`src/rtl/core/utf8_to_utf16_transcoder_unit_macros.svh`:
```
// Assertion macros shared by the transcoder RTL.
// Define ASSERT_OFF to compile every check away.
`ifndef UTF8_TO_UTF16_TRANSCODER_UNIT_MACROS_SVH
`define UTF8_TO_UTF16_TRANSCODER_UNIT_MACROS_SVH

`ifndef ASSERT_OFF

// Check that prop holds at every clock edge outside reset
`define UTU_ASSERT(lbl, clk, rstn, prop) \
  lbl: assert property (@(posedge clk) disable iff (!rstn) prop) \
    else $error("utu: property violated");

// Check that cond is never true outside reset
`define UTU_ASSERT_NEVER(lbl, clk, rstn, cond) \
  lbl: assert property (@(posedge clk) disable iff (!rstn) !(cond)) \
    else $error("utu: forbidden condition seen");

`else

`define UTU_ASSERT(lbl, clk, rstn, prop)
`define UTU_ASSERT_NEVER(lbl, clk, rstn, cond)

`endif

`endif

```
`src/rtl/core/utu_pkg.sv`:
```
`default_nettype none

package utu_pkg;

  // UTF-16 surrogate bases and the supplementary plane range
  localparam logic [15:0] SURR_HI_BASE = 16'hD800;
  localparam logic [15:0] SURR_LO_BASE = 16'hDC00;
  localparam logic [20:0] SUPP_BASE    = 21'h10000;
  localparam logic [20:0] CP_MAX       = 21'h10FFFF;

  // One accepted input item
  typedef struct packed {
    logic       string_end;
    logic [7:0] in_byte;
  } in_item_t;

  // All results caused by one input byte: up to two units, then a status
  typedef struct packed {
    logic [15:0] unit0;
    logic [15:0] unit1;
    logic [1:0]  n_units;
    logic        status;
    logic        err;
  } bundle_t;

endpackage

`default_nettype wire

```
`src/rtl/core/utf8_to_utf16_transcoder_unit.sv`:
```
// UTF-8 to UTF-16 stream transcoder.
// Slave stream: one UTF-8 byte per item in tdata, tlast marks the last byte
// of a string. Master stream: one item per UTF-16 code unit, and after the
// last byte of a string one status item (tuser = 1) whose tdata[16] is set
// when the string failed to convert. tlast marks the last item that a
// byte causes. A byte causes zero, one or two units, plus the status item.
// The first result of an accepted byte reaches the master stream through the
// input register, then decode into the result register, once that register
// is free to load it.
// Throughput: one byte per cycle while tready is high and each byte gives at
// most one result; a byte with more holds the result register until all are
// taken, which sets the rate for surrogate pairs and string ends with a unit.
// Stalls: when tready is low the current item holds and the skid register
// takes one more byte, then s_axis_tready_o falls.
// Reset: all streams empty, decoder expects a lead byte of a new string.
`default_nettype none

module utf8_to_utf16_transcoder_unit (
  input  wire logic        clk_i,
  input  wire logic        rst_ni,
  input  wire logic        s_axis_tvalid_i,
  output logic             s_axis_tready_o,
  input  wire logic [7:0]  s_axis_tdata_i,   // [7:0] in_byte
  input  wire logic        s_axis_tlast_i,   // string_end
  output logic             m_axis_tvalid_o,
  input  wire logic        m_axis_tready_i,
  output logic [23:0]      m_axis_tdata_o,   // [15:0] code_unit, [16] string_error
  output logic [0:0]       m_axis_tuser_o,   // [0] is_status
  output logic             m_axis_tlast_o    // run_last
);

  utu_pkg::in_item_t in_item;
  utu_pkg::in_item_t dec_item;
  utu_pkg::bundle_t  bnd;
  logic              dec_valid;
  logic              dec_ready;
  logic              bnd_valid;
  logic              bnd_ready;
  logic [15:0]       code_unit;
  logic              is_status;
  logic              string_error;

  assign in_item.in_byte    = s_axis_tdata_i;
  assign in_item.string_end = s_axis_tlast_i;

  utu_skid u_skid (
    .clk_i       (clk_i),
    .rst_ni      (rst_ni),
    .in_valid_i  (s_axis_tvalid_i),
    .in_ready_o  (s_axis_tready_o),
    .in_item_i   (in_item),
    .out_valid_o (dec_valid),
    .out_ready_i (dec_ready),
    .out_item_o  (dec_item)
  );

  utu_decode u_decode (
    .clk_i       (clk_i),
    .rst_ni      (rst_ni),
    .in_valid_i  (dec_valid),
    .in_ready_o  (dec_ready),
    .in_item_i   (dec_item),
    .bnd_valid_o (bnd_valid),
    .bnd_ready_i (bnd_ready),
    .bnd_o       (bnd)
  );

  utu_emit u_emit (
    .clk_i          (clk_i),
    .rst_ni         (rst_ni),
    .bnd_valid_i    (bnd_valid),
    .bnd_ready_o    (bnd_ready),
    .bnd_i          (bnd),
    .out_valid_o    (m_axis_tvalid_o),
    .out_ready_i    (m_axis_tready_i),
    .code_unit_o    (code_unit),
    .is_status_o    (is_status),
    .string_error_o (string_error),
    .run_last_o     (m_axis_tlast_o)
  );

  // Pack the result item
  assign m_axis_tdata_o = {7'b0, string_error, code_unit};
  assign m_axis_tuser_o = is_status;

endmodule

`default_nettype wire

```
`src/rtl/core/utu_skid.sv`:
```
`default_nettype none

module utu_skid (
  input  wire logic              clk_i,
  input  wire logic              rst_ni,
  input  wire logic              in_valid_i,
  output logic                   in_ready_o,
  input  wire utu_pkg::in_item_t in_item_i,
  output logic                   out_valid_o,
  input  wire logic              out_ready_i,
  output utu_pkg::in_item_t      out_item_o
);

  logic              main_valid_q, main_valid_d;
  logic              skid_valid_q, skid_valid_d;
  utu_pkg::in_item_t main_q, main_d;
  utu_pkg::in_item_t skid_q, skid_d;
  logic              push;
  logic              drain;

  assign in_ready_o  = !skid_valid_q;
  assign out_valid_o = main_valid_q;
  assign out_item_o  = main_q;

  assign push  = in_valid_i && in_ready_o;
  assign drain = !main_valid_q || out_ready_i;

  // Refill the main stage from the skid stage first, then from the input
  always_comb begin
    main_valid_d = main_valid_q;
    main_d       = main_q;
    skid_valid_d = skid_valid_q;
    skid_d       = skid_q;
    if (drain) begin
      if (skid_valid_q) begin
        main_valid_d = 1'b1;
        main_d       = skid_q;
        skid_valid_d = 1'b0;
      end else if (push) begin
        main_valid_d = 1'b1;
        main_d       = in_item_i;
      end else begin
        main_valid_d = 1'b0;
      end
    end else if (push) begin
      skid_valid_d = 1'b1;
      skid_d       = in_item_i;
    end
  end

  always_ff @(posedge clk_i or negedge rst_ni) begin
    if (!rst_ni) begin
      main_valid_q <= 1'b0;
      skid_valid_q <= 1'b0;
    end else begin
      main_valid_q <= main_valid_d;
      skid_valid_q <= skid_valid_d;
    end
  end

  always_ff @(posedge clk_i) begin
    main_q <= main_d;
    skid_q <= skid_d;
  end

endmodule

`default_nettype wire

```
`src/rtl/core/utu_decode.sv`:
```
`default_nettype none
`include "utf8_to_utf16_transcoder_unit_macros.svh"

module utu_decode (
  input  wire logic              clk_i,
  input  wire logic              rst_ni,
  input  wire logic              in_valid_i,
  output logic                   in_ready_o,
  input  wire utu_pkg::in_item_t in_item_i,
  output logic                   bnd_valid_o,
  input  wire logic              bnd_ready_i,
  output utu_pkg::bundle_t       bnd_o
);

  logic [1:0]  pend_q, pend_d;
  logic [2:0]  len_q, len_d;
  logic [20:0] acc_q, acc_d;
  logic        fail_q, fail_d;
  logic [20:0] acc_sh;
  logic [20:0] supp_off;
  logic [7:0]  b;
  logic        fire;

  assign b           = in_item_i.in_byte;
  assign in_ready_o  = bnd_ready_i;
  assign bnd_valid_o = in_valid_i;
  assign fire        = in_valid_i && bnd_ready_i;

  assign acc_sh   = {acc_q[14:0], b[5:0]};
  assign supp_off = acc_sh - utu_pkg::SUPP_BASE;

  // Decode one byte against the running sequence state
  always_comb begin
    pend_d = pend_q;
    len_d  = len_q;
    acc_d  = acc_q;
    fail_d = fail_q;
    bnd_o  = '0;
    if (!fail_q) begin
      if (pend_q == 2'd0) begin
        if (!b[7]) begin
          bnd_o.unit0   = {8'h00, b};
          bnd_o.n_units = 2'd1;
        end else if (b[7:5] == 3'b110) begin
          acc_d  = {16'b0, b[4:0]};
          pend_d = 2'd1;
          len_d  = 3'd2;
        end else if (b[7:4] == 4'b1110) begin
          acc_d  = {17'b0, b[3:0]};
          pend_d = 2'd2;
          len_d  = 3'd3;
        end else if (b[7:3] == 5'b11110) begin
          acc_d  = {18'b0, b[2:0]};
          pend_d = 2'd3;
          len_d  = 3'd4;
        end else begin
          fail_d = 1'b1;
        end
      end else if (b[7:6] != 2'b10) begin
        // Drop the partial sequence on a bad continuation byte
        fail_d = 1'b1;
        pend_d = 2'd0;
        len_d  = 3'd0;
        acc_d  = '0;
      end else begin
        acc_d  = acc_sh;
        pend_d = pend_q - 2'd1;
        if (pend_q == 2'd1) begin
          if (len_q == 3'd4) begin
            if (acc_sh >= utu_pkg::SUPP_BASE && acc_sh <= utu_pkg::CP_MAX) begin
              bnd_o.unit0   = utu_pkg::SURR_HI_BASE | {6'b0, supp_off[19:10]};
              bnd_o.unit1   = utu_pkg::SURR_LO_BASE | {6'b0, supp_off[9:0]};
              bnd_o.n_units = 2'd2;
            end else begin
              fail_d = 1'b1;
            end
          end else begin
            bnd_o.unit0   = acc_sh[15:0];
            bnd_o.n_units = 2'd1;
          end
          len_d = 3'd0;
          acc_d = '0;
        end
      end
    end
    bnd_o.status = in_item_i.string_end;
    bnd_o.err    = in_item_i.string_end && (fail_d || (pend_d != 2'd0));
    // Return to the idle state at the end of the string
    if (in_item_i.string_end) begin
      pend_d = 2'd0;
      len_d  = 3'd0;
      acc_d  = '0;
      fail_d = 1'b0;
    end
  end

  always_ff @(posedge clk_i or negedge rst_ni) begin
    if (!rst_ni) begin
      pend_q <= 2'd0;
      len_q  <= 3'd0;
      acc_q  <= '0;
      fail_q <= 1'b0;
    end else if (fire) begin
      pend_q <= pend_d;
      len_q  <= len_d;
      acc_q  <= acc_d;
      fail_q <= fail_d;
    end
  end

  `UTU_ASSERT_NEVER(a_fail_with_pending, clk_i, rst_ni, fail_q && (pend_q != 2'd0))
  `UTU_ASSERT(a_len_tracks_pending, clk_i, rst_ni,
              (pend_q != 2'd0) |-> (len_q > {1'b0, pend_q}))
  `UTU_ASSERT(a_end_clears_state, clk_i, rst_ni,
              (fire && in_item_i.string_end) |=> ((pend_q == 2'd0) && !fail_q))

endmodule

`default_nettype wire

```
`src/rtl/core/utu_emit.sv`:
```
`default_nettype none
`include "utf8_to_utf16_transcoder_unit_macros.svh"

module utu_emit (
  input  wire logic             clk_i,
  input  wire logic             rst_ni,
  input  wire logic             bnd_valid_i,
  output logic                  bnd_ready_o,
  input  wire utu_pkg::bundle_t bnd_i,
  output logic                  out_valid_o,
  input  wire logic             out_ready_i,
  output logic [15:0]           code_unit_o,
  output logic                  is_status_o,
  output logic                  string_error_o,
  output logic                  run_last_o
);

  logic             valid_q, valid_d;
  logic [1:0]       ptr_q, ptr_d;
  utu_pkg::bundle_t bnd_q;
  logic [1:0]       total;
  logic [1:0]       total_in;
  logic             is_unit;
  logic             is_last;
  logic             load;
  logic             take;

  assign total    = bnd_q.n_units + {1'b0, bnd_q.status};
  assign total_in = bnd_i.n_units + {1'b0, bnd_i.status};
  assign is_unit  = ptr_q < bnd_q.n_units;
  assign is_last  = ptr_q == (total - 2'd1);

  assign take        = valid_q && out_ready_i;
  assign bnd_ready_o = !valid_q || (out_ready_i && is_last);
  assign load        = bnd_valid_i && bnd_ready_o;

  // Select the current item of the held bundle
  assign out_valid_o    = valid_q;
  assign code_unit_o    = !is_unit ? 16'h0000 :
                          (ptr_q == 2'd0) ? bnd_q.unit0 : bnd_q.unit1;
  assign is_status_o    = !is_unit;
  assign string_error_o = !is_unit && bnd_q.err;
  assign run_last_o     = is_last;

  // Load a new bundle or advance through the held one
  always_comb begin
    valid_d = valid_q;
    ptr_d   = ptr_q;
    if (load) begin
      valid_d = total_in != 2'd0;
      ptr_d   = 2'd0;
    end else if (take) begin
      if (is_last) begin
        valid_d = 1'b0;
      end else begin
        ptr_d = ptr_q + 2'd1;
      end
    end
  end

  always_ff @(posedge clk_i or negedge rst_ni) begin
    if (!rst_ni) begin
      valid_q <= 1'b0;
      ptr_q   <= 2'd0;
    end else begin
      valid_q <= valid_d;
      ptr_q   <= ptr_d;
    end
  end

  always_ff @(posedge clk_i) begin
    if (load) begin
      bnd_q <= bnd_i;
    end
  end

  `UTU_ASSERT(a_ptr_in_range, clk_i, rst_ni, valid_q |-> (ptr_q < total))
  `UTU_ASSERT(a_status_is_last, clk_i, rst_ni, (valid_q && !is_unit) |-> is_last)
  `UTU_ASSERT(a_drain_on_last, clk_i, rst_ni,
              (take && is_last && !load) |=> !valid_q)

endmodule

`default_nettype wire

```
`config.mk`:
```
export PLATFORM = sky130hd
export DESIGN_NAME = utf8_to_utf16_transcoder_unit
export DESIGN_NICKNAME = d
export VERILOG_FILES = /design/src/rtl/core/utu_pkg.sv /design/src/rtl/core/utf8_to_utf16_transcoder_unit.sv /design/src/rtl/core/utu_skid.sv /design/src/rtl/core/utu_decode.sv /design/src/rtl/core/utu_emit.sv
export VERILOG_INCLUDE_DIRS = /design/src /design/src/rtl/core
export SDC_FILE = /design/constraint.sdc
export NUM_CORES = 1
export LEC_CHECK = 0
export ABC_CLOCK_PERIOD_IN_PS = 5700
export BUFFER_PORTS_ARGS = -buffer_cell sky130_fd_sc_hd__buf_2
export CORE_ASPECT_RATIO = 0.6
export CORE_MARGIN = 1.5
export CORE_UTILIZATION = 63
export DETAILED_ROUTE_END_ITERATION = 7
export GPL_TIMING_DRIVEN = 1
export PLACE_DENSITY = 0.95
export SLEW_MARGIN = 20
export SYNTH_ARGS = -nofsm -noshare
export SYNTH_HDL_FRONTEND = slang
export SYNTH_SLANG_ARGS = --single-unit
```
`constraint.sdc`:
```
create_clock -name clk_i -period 5.7 [get_ports clk_i]
set_input_delay 0.57 -clock clk_i [delete_from_list [all_inputs] [get_ports clk_i]]
set_output_delay 0.57 -clock clk_i [all_outputs]
set_load 0.05 [all_outputs]
```
==> reports/results.txt <==
Critical Path End Type = flop
Most common cell after layout, fill and taps aside = edfxtp_1
Synthesized cell area = 3840 um^2
Family with the most delay on the worst path = simple AND/OR/NAND/NOR gates
Clk_lat worst skew = 0.35 ns
Area Growth Syn to Fin = 10.8%
Drc violations = 0
Grt total ovfl = 0
Top Ports = 41
Syn avg cell area = 10.8 um^2
Period minus WS final = 4.06 ns
Fraction of layout cells with a size suffix above 1 = 0.186
Synth Warn # = 0
Post-Synthesis Cells = 355
Worst-path clk slew = 0.07 ns
CP Launch Type = flop
Crit-path most repeated cell = ha_1
CP cell instances = inv_1, ha_1, nor4b_1, nand2_1, nor2_1, or2_2, ha_1, or3b_2, a2111oi_0, a211oi_1
CTS Buf Count = 9
RSZ-0062 raised after global routing = no
Number of setup buffers added after CTS = 0
Worst setup path class = flop to flop
HPWL after DPL = 6070 um
Core Box Area = 5730 um^2
DR WL/cell = 18.1 um
Clk sinks = 75
Initial Util = 0.670
Final Max Slew Viols = 0
Pre-antenna DRT Iters = 6
Rel. slew slack = 0.370
Final GP Congestion = 0.915
Rows = 21
Final nets = 403
CTS tree = built
CP max-delay cell = nor4b_1
Via count = 2876
Vias per cell = 6.16
Initial DRC Count = 327
Post-CTS Hold Fix Bufs = 0
Max-cap violations = 0
Die Span Y = 63.5 um
Post-synth ARST share = 0.347
Post-route ant nets = 0
Buf/Inv on CP = 1
Root buffer cell = clkbuf_8
Worst EP required = 5.90 ns
Post-synth EDFFs = 49
H-tree level count = 3
Commonest non-fill, non-tap cells in the layout = edfxtp_1, nand2_1, buf_2
Run status = complete, no violations
CP peak stage delay = 0.64 ns
Ys flop type = edfxtp_1
WL final = 8460 um
Setup TNS = 0 ns
Vias in the first global route = 2729
Chip Width = 104 um
WP data arrival = 4.26 ns
Worst Tran Pin Value = 0.945 ns
First-pass GRT wire length = 13900 um
N_diodes = 0
Hold_ws = 0.221 ns
Max frequency = 246 MHz
Final period util = 0.713
# port buffers = 33
Synth cell types = 48
Gr usage total = 0.281
Hold Crit Class = primary input to async pin
Initial antenna violation count = 0
Post-synthesis sequential area ratio = 0.553
Resized cells post-CTS = 0
Largest net degree at the start of global routing = 32
Critical path fanouts, max = 13
Final Hold Violating Endpoints = 0
Setup violations, final = 0
Worst clock skew = 0.00630 ns
Die area = 6590 um^2
Flip-flop and latch count after synthesis = 75
Clk buf depth = 2
synth_stat cells, drive strengths merged (2+ instances only):
cell,count,share of area
edfxtp,49,0.38
nand2,43,0.042
nor2,28,0.028
dfrtp,26,0.17
inv,24,0.023
o21ai,24,0.031
mux2i,18,0.047
a21oi,14,0.018
buf,13,0.023
clkbuf,13,0.013
mux2,12,0.035
a22o,8,0.018
and2,8,0.013
ha,8,0.026
o31ai,8,0.016
nand3,6,0.0078
nor3,6,0.0078
nand2b,4,0.0065
a31oi,3,0.0049
and3,3,0.0049
nand4,3,0.0049
nor4,3,0.0049
nor4b,3,0.0068
or4,3,0.0068
xnor2,3,0.0068
a2111oi,2,0.0046
a211oi,2,0.0039
nor3b,2,0.0039
or2,2,0.0033
or3b,2,0.0046
worst register-to-register path: stages (launching register included):
cell,delay [ns]
dfrtp_1,0.44
inv_1,0.07
ha_1,0.35
nor4b_1,0.65
nand2_1,0.15
nor2_1,0.51
or2_2,0.32
ha_1,0.28
or3b_2,0.48
a2111oi_0,0.55
a211oi_1,0.12
sequential cells by signal, indices dropped and copies added, names as in the netlist, 2 cells and up:
name               cells
u_emit.ptr_q           2
u_skid.out_item_o      9
u_decode.len_q         3
u_skid.skid_q          9
u_emit.bnd_q          31
u_decode.pend_q        2
u_decode.acc_q        15
layout make-up:
cell class | instances | area [um^2]
inverter | 25 | 95.1
clock inverter | 6 | 114
clock buffer | 10 | 128
multi-input combinational | 235 | 1510
fill | 391 | 1470
sequential | 75 | 2120
tap | 80 | 100
timing repair buffer | 36 | 188
metal layers:
layer,up-vias,GRT usage,share of wire
met5,-,0,0
met4,0,0.0833,0.018
li1,1314,-,-
met1,1334,0.394,0.43
met2,206,0.413,0.43
met3,22,0.105,0.12
stage by stage:
stage          utilization  cell area [um^2]  cells  setup WS (ns)
3_3_place_gp         0.701              4010    451           2.23
6_report             0.743              4250    467           1.64
2_1_floorplan            -              3860    361           2.48
3_5_place_dp         0.701              4010    451           1.92
5_1_grt              0.743              4250    467           1.39
4_1_cts              0.743              4250    467           1.78
cells by family (layout without fill, tap and decap cells):
kind of cell             count (synthesis)  after routing  synth area share
multiplexers                            30             30            0.0821
buffers and inverters                   51             77            0.0606
AO/OA/AOI/OAI                           68             68             0.115
XOR/XNOR                                 4              4            0.0130
other                                    1              7          0.000977
flip-flops                              75             75             0.553
adder cells (fa/ha/maj)                  8              8            0.0261
AND/OR/NAND/NOR                        118            118             0.149
final timing paths:
path,startpoint,endpoint,slack [ns],cells after the start
hold reg to reg,u_decode.pend_q[1],u_decode.pend_q[1],0.49,2
setup / recovery,u_decode.pend_q[0],u_emit.out_valid_o,1.64,10
min in group clk_i,s_axis_tdata_i[2],u_skid.skid_q[2],0.41,1
hold / removal,rst_ni,u_decode.pend_q[1],0.22,1
max in group asynchronous,rst_ni,u_decode.acc_q[13],5.09,1
setup reg to reg,u_decode.pend_q[0],u_emit.out_valid_o,1.64,10
Power is not shown: default switching activity piles up to over one toggle a cycle in this logic, so the estimate is an artifact.
